$ cat src/rtl/alpfp_pkg.sv
// package for the length-prefixed ascii frame parser
// holds status codes, header and trailer characters and defaults; no dependencies
package alpfp_pkg;

  localparam int LEN_WIDTH_DEF = 16;

  localparam int MAXP_W = 16;
  localparam logic [MAXP_W-1:0] MAX_PAYLOAD_RST = 16'd4096;

  // apb register map
  localparam int CFG_AW = 3;
  localparam logic CFG_IDX_MAX_PAYLOAD = 1'b0;

  // result status codes
  typedef enum logic [1:0] {
    ST_DATA = 2'd0,
    ST_OK   = 2'd1,
    ST_ERR  = 2'd2
  } status_t;

  localparam int HDR_LEN = 6;
  localparam int TRL_LEN = 5;
  localparam logic [7:0] CH_COMMA = 8'h2c;
  localparam logic [7:0] CH_P     = 8'h50;
  localparam logic [7:0] CH_ZERO  = 8'h30;
  localparam logic [7:0] CH_NINE  = 8'h39;

  // "PACKET"
  function automatic logic [7:0] hdr_char(input logic [2:0] idx);
    logic [7:0] c;
    case (idx)
      3'd0: c = 8'h50;
      3'd1: c = 8'h41;
      3'd2: c = 8'h43;
      3'd3: c = 8'h4b;
      3'd4: c = 8'h45;
      3'd5: c = 8'h54;
      default: c = 8'h00;
    endcase
    return c;
  endfunction

  // ",EPCK"
  function automatic logic [7:0] trl_char(input logic [2:0] idx);
    logic [7:0] c;
    case (idx)
      3'd0: c = 8'h2c;
      3'd1: c = 8'h45;
      3'd2: c = 8'h50;
      3'd3: c = 8'h43;
      3'd4: c = 8'h4b;
      default: c = 8'h00;
    endcase
    return c;
  endfunction

endpackage

$ cat src/rtl/ascii_length_prefixed_frame_parser.sv
// top level of the length-prefixed ascii frame parser (PACKET,<len>,<payload>,EPCK)
// depends on alpfp_pkg for status codes, frame characters and defaults
//
// Takes one received byte per transfer and gives at most one result per byte:
// a payload byte (status 0, last set on the final one), a frame accepted after
// a good ",EPCK" trailer (status 1) or a frame error (status 2) on a comma with
// no digits, a non-digit in the length, a length above max_payload or at the
// 2^LEN_WIDTH saturation value, or a bad trailer byte. A header not followed by
// a comma silently returns to hunting. The payload ends on the declared count,
// so "EPCK" inside the payload is plain data. Throughput is one byte per clock
// while out_ready is high: every byte passes an input register, the parsing
// logic (the length multiply-by-ten add is the deepest path) and a result
// register. While a result waits with out_ready low, the input register still
// takes one byte and then holds it until the result transfers. max_payload sits
// at apb address 0 (reset 4096).
module ascii_length_prefixed_frame_parser #(
  parameter int LEN_WIDTH = alpfp_pkg::LEN_WIDTH_DEF
) (
  input  logic                        clk,
  input  logic                        rst_n,
  // byte input
  input  logic                        in_valid,
  output logic                        in_ready,
  input  logic [7:0]                  in_rx_byte,
  // result output
  output logic                        out_valid,
  input  logic                        out_ready,
  output logic [7:0]                  out_byte,
  output logic                        out_last,
  output logic [1:0]                  out_status,
  // apb configuration
  input  logic                        cfg_psel,
  input  logic                        cfg_penable,
  input  logic                        cfg_pwrite,
  input  logic [alpfp_pkg::CFG_AW-1:0] cfg_paddr,
  input  logic [31:0]                 cfg_pwdata,
  output logic [31:0]                 cfg_prdata,
  output logic                        cfg_pready
);
  import alpfp_pkg::*;

  localparam int AW = LEN_WIDTH + 1;   // length accumulator, holds the saturation value
  localparam int VW = LEN_WIDTH + 5;   // accum*10 + digit never overflows this
  localparam int CW = 33;              // compare width covering both accum and max_payload
  localparam logic [VW-1:0] LEN_CAP = VW'(1) << LEN_WIDTH;

  typedef enum logic [2:0] {
    PH_HUNT    = 3'd0,
    PH_COMMA   = 3'd1,
    PH_LEN     = 3'd2,
    PH_PAYLOAD = 3'd3,
    PH_TRAILER = 3'd4
  } phase_t;

  // configuration register
  logic [MAXP_W-1:0] max_payload_r;
  logic              cfg_wr;
  logic              cfg_idx;

  // input register
  logic              in_vld_r;
  logic [7:0]        byte_r;

  // parser state
  phase_t            phase_r, phase_nxt;
  logic [2:0]        match_r, match_nxt;
  logic [AW-1:0]     accum_r, accum_nxt;
  logic              digit_seen_r, digit_seen_nxt;
  logic [LEN_WIDTH-1:0] left_r, left_nxt;

  // result register
  logic              out_vld_r;
  logic [7:0]        out_byte_r, res_byte;
  logic              out_last_r, res_last;
  status_t           out_status_r, res_status;
  logic              res_vld;

  logic              advance;
  logic              is_digit;
  logic [3:0]        digit;
  logic [VW-1:0]     accum_x10;
  logic [VW-1:0]     accum_sum;
  logic [2:0]        rehunt_match;

  // apb side, no wait states
  assign cfg_pready = 1'b1;
  assign cfg_idx    = cfg_paddr[CFG_AW-1];
  assign cfg_wr     = cfg_psel && cfg_penable && cfg_pwrite;
  assign cfg_prdata = (cfg_idx == CFG_IDX_MAX_PAYLOAD) ? 32'(max_payload_r) : 32'd0;

  // the parse stage moves when the result register is free or draining
  assign advance  = !out_vld_r || out_ready;
  assign in_ready = !in_vld_r || advance;

  assign out_valid  = out_vld_r;
  assign out_byte   = out_byte_r;
  assign out_last   = out_last_r;
  assign out_status = out_status_r;

  // length digit arithmetic: accum*10 as two shifts, saturate at 2^LEN_WIDTH
  always_comb begin
    is_digit     = (byte_r >= CH_ZERO) && (byte_r <= CH_NINE);
    digit        = 4'(byte_r - CH_ZERO);
    accum_x10    = (VW'(accum_r) << 3) + (VW'(accum_r) << 1);
    accum_sum    = accum_x10 + VW'(digit);
    rehunt_match = (byte_r == CH_P) ? 3'd1 : 3'd0;
  end

  // one byte through the frame state machine
  always_comb begin
    phase_nxt      = phase_r;
    match_nxt      = match_r;
    accum_nxt      = accum_r;
    digit_seen_nxt = digit_seen_r;
    left_nxt       = left_r;
    res_vld        = 1'b0;
    res_byte       = 8'd0;
    res_last       = 1'b0;
    res_status     = ST_DATA;

    case (phase_r)
      PH_COMMA: begin
        if (byte_r == CH_COMMA) begin
          phase_nxt      = PH_LEN;
          accum_nxt      = '0;
          digit_seen_nxt = 1'b0;
        end else begin
          // missing comma: back to hunting, this byte may start a header
          phase_nxt      = PH_HUNT;
          match_nxt      = rehunt_match;
          accum_nxt      = '0;
          digit_seen_nxt = 1'b0;
          left_nxt       = '0;
        end
      end

      PH_LEN: begin
        if (is_digit) begin
          accum_nxt      = (accum_sum > LEN_CAP) ? AW'(LEN_CAP) : AW'(accum_sum);
          digit_seen_nxt = 1'b1;
        end else if (byte_r == CH_COMMA && digit_seen_r && !accum_r[LEN_WIDTH]
                     && (CW'(accum_r) <= CW'(max_payload_r))) begin
          left_nxt  = accum_r[LEN_WIDTH-1:0];
          match_nxt = 3'd0;
          phase_nxt = (accum_r == '0) ? PH_TRAILER : PH_PAYLOAD;
        end else begin
          // empty, bad or overlong length
          phase_nxt      = PH_HUNT;
          match_nxt      = rehunt_match;
          accum_nxt      = '0;
          digit_seen_nxt = 1'b0;
          left_nxt       = '0;
          res_vld        = 1'b1;
          res_status     = ST_ERR;
        end
      end

      PH_PAYLOAD: begin
        res_vld    = 1'b1;
        res_byte   = byte_r;
        res_status = ST_DATA;
        if (left_r[LEN_WIDTH-1:1] == '0) begin
          res_last  = 1'b1;
          left_nxt  = '0;
          phase_nxt = PH_TRAILER;
          match_nxt = 3'd0;
        end else begin
          left_nxt = left_r - LEN_WIDTH'(1);
        end
      end

      PH_TRAILER: begin
        if (match_r < 3'(TRL_LEN) && byte_r == trl_char(match_r)) begin
          if (match_r == 3'(TRL_LEN - 1)) begin
            // full trailer seen, frame done
            phase_nxt      = PH_HUNT;
            match_nxt      = 3'd0;
            accum_nxt      = '0;
            digit_seen_nxt = 1'b0;
            left_nxt       = '0;
            res_vld        = 1'b1;
            res_status     = ST_OK;
          end else begin
            match_nxt = match_r + 3'd1;
          end
        end else begin
          phase_nxt      = PH_HUNT;
          match_nxt      = rehunt_match;
          accum_nxt      = '0;
          digit_seen_nxt = 1'b0;
          left_nxt       = '0;
          res_vld        = 1'b1;
          res_status     = ST_ERR;
        end
      end

      default: begin
        // hunting: only a 'P' can restart a partial header match
        if (match_r < 3'(HDR_LEN) && byte_r == hdr_char(match_r)) begin
          if (match_r == 3'(HDR_LEN - 1)) begin
            phase_nxt = PH_COMMA;
            match_nxt = 3'd0;
          end else begin
            match_nxt = match_r + 3'd1;
          end
        end else begin
          phase_nxt      = PH_HUNT;
          match_nxt      = rehunt_match;
          accum_nxt      = '0;
          digit_seen_nxt = 1'b0;
          left_nxt       = '0;
        end
      end
    endcase
  end

  // state, input register, result register and configuration
  always_ff @(posedge clk) begin
    if (!rst_n) begin
      max_payload_r <= MAX_PAYLOAD_RST;
      in_vld_r      <= 1'b0;
      phase_r       <= PH_HUNT;
      match_r       <= 3'd0;
      accum_r       <= '0;
      digit_seen_r  <= 1'b0;
      left_r        <= '0;
      out_vld_r     <= 1'b0;
      out_status_r  <= ST_DATA;
      out_last_r    <= 1'b0;
    end else begin
      if (cfg_wr && cfg_idx == CFG_IDX_MAX_PAYLOAD) begin
        max_payload_r <= cfg_pwdata[MAXP_W-1:0];
      end

      if (in_ready) begin
        in_vld_r <= in_valid;
      end

      if (advance) begin
        out_vld_r <= in_vld_r && res_vld;
      end

      if (in_vld_r && advance) begin
        phase_r      <= phase_nxt;
        match_r      <= match_nxt;
        accum_r      <= accum_nxt;
        digit_seen_r <= digit_seen_nxt;
        left_r       <= left_nxt;
        if (res_vld) begin
          out_status_r <= res_status;
          out_last_r   <= res_last;
        end
      end
    end
  end

  // payload registers, no reset
  always_ff @(posedge clk) begin
    if (in_ready && in_valid) begin
      byte_r <= in_rx_byte;
    end
    if (in_vld_r && advance && res_vld) begin
      out_byte_r <= res_byte;
    end
  end

  // a pending result is never overwritten before its transfer
  assert property (@(posedge clk) disable iff (!rst_n)
    out_vld_r && !out_ready |=> out_vld_r && $stable(out_byte_r) && $stable(out_status_r))
    else $error("pending result lost or changed");

  // only payload results carry a byte or the last mark
  assert property (@(posedge clk) disable iff (!rst_n)
    out_vld_r && out_status_r != ST_DATA |-> out_byte_r == 8'd0 && !out_last_r)
    else $error("non-data result carries payload");

  // inside a payload there is always at least one byte left
  assert property (@(posedge clk) disable iff (!rst_n)
    phase_r == PH_PAYLOAD |-> left_r != '0)
    else $error("payload phase with empty count");

  // match index stays within the header or trailer being matched
  assert property (@(posedge clk) disable iff (!rst_n)
    (phase_r != PH_HUNT || match_r < 3'(HDR_LEN)) &&
    (phase_r != PH_TRAILER || match_r < 3'(TRL_LEN)))
    else $error("match index out of range");

  // the length never passes the saturation value
  assert property (@(posedge clk) disable iff (!rst_n)
    VW'(accum_r) <= LEN_CAP)
    else $error("length accumulator above saturation");

endmodule
$ cat config.mk
export PLATFORM = sky130hd
export DESIGN_NAME = ascii_length_prefixed_frame_parser
export DESIGN_NICKNAME = d
export VERILOG_FILES = /design/src/rtl/alpfp_pkg.sv /design/src/rtl/ascii_length_prefixed_frame_parser.sv
export SDC_FILE = /design/constraint.sdc
export NUM_CORES = 1
export LEC_CHECK = 0
export ABC_AREA = 1
export BUFFER_PORTS_ARGS = -buffer_cell sky130_fd_sc_hd__buf_2
export CAP_MARGIN = 20
export CORE_ASPECT_RATIO = 0.7
export CORE_MARGIN = 3
export CORE_UTILIZATION = 55
export DETAILED_ROUTE_END_ITERATION = 7
export MAX_ROUTING_LAYER = met4
export PLACE_DENSITY = 0.78
export SYNTH_ARGS = -nofsm -noshare
export SYNTH_HDL_FRONTEND = slang
export SYNTH_SLANG_ARGS = --single-unit
$ cat constraint.sdc
create_clock -name clk -period 7.6 [get_ports clk]
set_input_delay 1.52 -clock clk [delete_from_list [all_inputs] [get_ports clk]]
set_output_delay 1.52 -clock clk [all_outputs]
set_load 0.01 [all_outputs]
==> metrics.md <==
| Metric | Value |
|---|---|
| Final hold vios | 0 |
| Design area | 6650 um^2 |
| Synth unique cells | 48 |
| Sequential Power Share | between 40 and 50% |
| Post-CTS sizing | 0 |
| Initial antenna violation count | 0 |
| Chip Height | 93.5 um |
| Final Net Count | just over 1000 |
| Final period util | between 40% and 50% |
| Gr ovfl total | 0 |
| Setup Crit Path Kind | register to register |
| Peak Freq | 279 MHz |
| Num Clock Sinks | 77 |
| Core area | ~11000 um^2 |
| Setup crit start kind | register |
| CTS root buf | clkbuf_16 |
| Hold Crit Class | register to register |
| FP Rows | 31 |
| Reg-to-Reg End | accum_r[13]$_SDFFE_PN0P_ |
| CTS tree | built |
| #FFs+latches synth | between 70 and 80 |
| Setup TNS | 0 ns |
| Remaining antenna violation count | 0 |
| R2r startpoint | byte_r[3]$_DFFE_PP_ |
| VDD IR max | between 0.0001 and 0.00015 V |
| Final HPWL DP | ~12000 um |
| Register area share after synthesis | between 20% and 30% |
| Mean Syn Cell Area | a little under 7 um^2 |
| Synth Cell Area | approximately 6000 um^2 |
| Clock group share of total power | between 40% and 50% |
| First-pass GRT wire length | 24700 um |
| RD Place Congestion | roughly 0.97 |
| Top FF cell, synth | dfxtp_1 |
| Post-DR wirelength/cell | 14.3 um |
| Cells after Synth | between 800 and 900 |
| Initial Utilization | between 50% and 60% |
| Share of cells above drive strength 1 | roughly an eighth |
| P_int | approximately 770 uW |
| Req. time, crit path | ~7.9 ns |
| Fin crit period | roughly 3.6 ns |
| Layout area overhead | 10.7% |
| Final wirelength | ~15000 um |
| Area after DPL | between 6000 and 7000 um^2 |
| H-tree Lvls | 3 |
| DRC Markers | 0 |
| Worst reg-to-reg setup slack | 4.01 ns |
| CP Capture Type | register |
| Max-slew headroom | a little over a quarter |
| Largest net degree at the start of global routing | between 40 and 50 |
| Worst Setup EP | accum_r[13]$_SDFFE_PN0P_ |
| Horiz. Die Dim | 131 um |
| Net switching fraction of the power | a little under a quarter |
| Switch Pwr | roughly 240 uW |
| Deepest clock path buffer count | 2 |
| RSZ-0062 raised after global routing | no |
| Max cap viols | 0 |
| Via count | ~5800 |
| CP Launch Point | byte_r[3]$_DFFE_PP_ |
| Port Buffers | 60 |
| Clk Latency, worst-skew pair | roughly 0.34 ns |
| Leak | a little over 0.003 uW |
| Combinational Power Share | 7.8% |
| IO Count | 96 |
| Post-CTS Hold Fix Bufs | 0 |
| EDFF count, synth | 16 |
| Worst-margin pin slew | 1.09 ns |
| 1st-pass router iterations | 5 |
| DR iter-0 viols | about 600 |
| Vias in the first global route | slightly below 5000 |
| Clock transition at path regs | roughly 0.060 ns |
| Largest fanout on the critical path | 16 |
| Post-CTS Setup Bufs | 0 |
| # setup viols final | 0 |
| Skew final | 0.00812 ns |
| Asr flop ratio synth | 0% |
| Cell area power density | 152 nW/um^2 |
| CTS buffer count | 9 |
| Reg2Reg Depth | 16 |
| Ys Warns | 0 |
| Status | finished, final reports clean |
| Diode count | 0 |
| Via/cell ratio | roughly 5.4 |
| Worst Path Arrival | approximately 3.9 ns |
| Die area | 12200 um^2 |
| Pins Over Slew Limit | 0 |
| Total GRT Usage | about a quarter |
## cell families (layout without fill, tap and decap cells)
logic type               Yosys count  count (layout)  synth area share [%]
other                              2              17                 0.125
adder cells (fa/ha/maj)           57              57                  12.1
AND/OR/NAND/NOR                  406             406                  31.5
XOR/XNOR                          15              15                  2.19
flip-flops                        77              77                  28.3
AO/OA/AOI/OAI                    161             161                  14.5
buffers and inverters            150             188                  11.3
## worst max-delay path, cell delays in order (launching register included)
cell      delay [ns]
edfxtp_1        0.47
inv_1           0.28
fa_1            0.51
fa_1            0.54
inv_1           0.14
nand3_1         0.10
nand2_1         0.10
nand2_1         0.08
nand2_1         0.14
nand2_1         0.06
nand2_1         0.09
nand4_1         0.11
nor2_1          0.14
nand3_1         0.08
nand2_1         0.38
nand3_1         0.13
a21oi_1         0.16
## worst min-delay path by stage
stage                              startpoint                   endpoint  cells after the start
floorplan           digit_seen_r$_SDFFE_PN0P_  digit_seen_r$_SDFFE_PN0P_                      2
global placement    digit_seen_r$_SDFFE_PN0P_  digit_seen_r$_SDFFE_PN0P_                      2
detailed placement      out_last$_SDFFE_PN0P_      out_last$_SDFFE_PN0P_                      2
CTS                     out_last$_SDFFE_PN0P_      out_last$_SDFFE_PN0P_                      2
global route        digit_seen_r$_SDFFE_PN0P_  digit_seen_r$_SDFFE_PN0P_                      2
finish                  out_last$_SDFFE_PN0P_      out_last$_SDFFE_PN0P_                      2
## power groups by stage
stage | Sequential (uW) | Combinational (uW) | Clock (uW)
floorplan | 438 | 64.8 | 0
global placement | 442 | 76.7 | 0
detailed placement | 442 | 77.3 | 0
CTS | 433 | 78.1 | 505
global route | 435 | 90.0 | 521
finish | 434 | 79.4 | 501
## flip-flops by register name, summed over array words and instances (netlist names)
register       cells
out_last           1
out_byte           8
byte_r             8
out_status         2
match_r            3
accum_r           17
phase_r            3
out_valid          1
left_r            16
in_vld_r           1
digit_seen_r       1
max_payload_r     16
## area by class of cell
cell class | instances | area (um^2)
repair buffers | 61 | 308
inverters | 111 | 424
clock inverters | 7 | 124
clock buffers | 9 | 225
well taps | 148 | 185
multi-input cells | 656 | 3680
fillers | 979 | 3860
flip-flops and latches | 77 | 1700
## cell usage after synthesis, drive strengths merged, types with 9 or more instances
master,number,area (um^2)
nand2,194,743
inv,111,424
nor2,108,483
a21oi,87,435
dfxtp,61,1220
ha,55,688
nand3,51,270
o21ai,40,200
buf,27,211
nand4,20,155
edfxtp,16,480
o22ai,14,87.6
xor2,13,114
clkbuf,12,45.0
nor3,11,60.1
nand3b,9,80.1
## cells in the final DEF (no fill, tap or decap), types with 2 or more instances in the layout
cell	synthesis	routed
nand4_4	2	2
conb_1	2	17
nor2_2	10	10
nand2_2	3	3
nand4_1	18	18
a21o_1	4	4
or2_2	4	4
dfxtp_1	61	61
xor2_1	13	13
o21ai_0	39	39
o21a_1	3	3
clkinv_4	0	3
xnor2_1	2	2
clkbuf_16	0	9
nand3b_1	8	8
o21bai_1	3	3
a21oi_1	87	87
ha_1	55	55
o211ai_1	4	4
nor3_1	10	10
inv_2	10	10
fa_1	2	2
nor2_1	91	91
nor4_1	5	5
nand2_1	190	190
nand3_1	48	48
bufinv_16	0	3
edfxtp_1	16	16
a31oi_1	3	3
nand3_2	3	3
nor2_4	7	7
o22ai_1	14	14
inv_1	99	99
buf_2	4	60
## per-layer routing
| layer | GRT usage (%) | wire (um) | vias up |
|---|---|---|---|
| met5 | - | 0 | - |
| met4 | 6.93 | 247 | 0 |
| met3 | 5.37 | 1390 | 19 |
| met2 | 35.1 | 5960 | 257 |
| met1 | 38.8 | 7660 | 2567 |
| li1 | - | - | 2947 |
## stage by stage
| step | setup slack (ns) | cells | hold slack, ns | power, uW | util (%) |
|---|---|---|---|---|---|
| 3_3_place_gp | 4.06 | 1053 | 0.449 | 519 | 60.0 |
| 2_1_floorplan | 3.94 | 883 | 0.439 | 502 | - |
| 5_1_grt | 3.66 | 1069 | 0.483 | 1050 | 63.3 |
| 3_5_place_dp | 4.06 | 1053 | 0.456 | 520 | 60.0 |
| 6_report | 4.01 | 1069 | 0.465 | 1010 | 63.3 |
| 4_1_cts | 4.03 | 1069 | 0.464 | 1020 | 63.3 |
No activity file was read; power rests on OpenSTA's default activity.
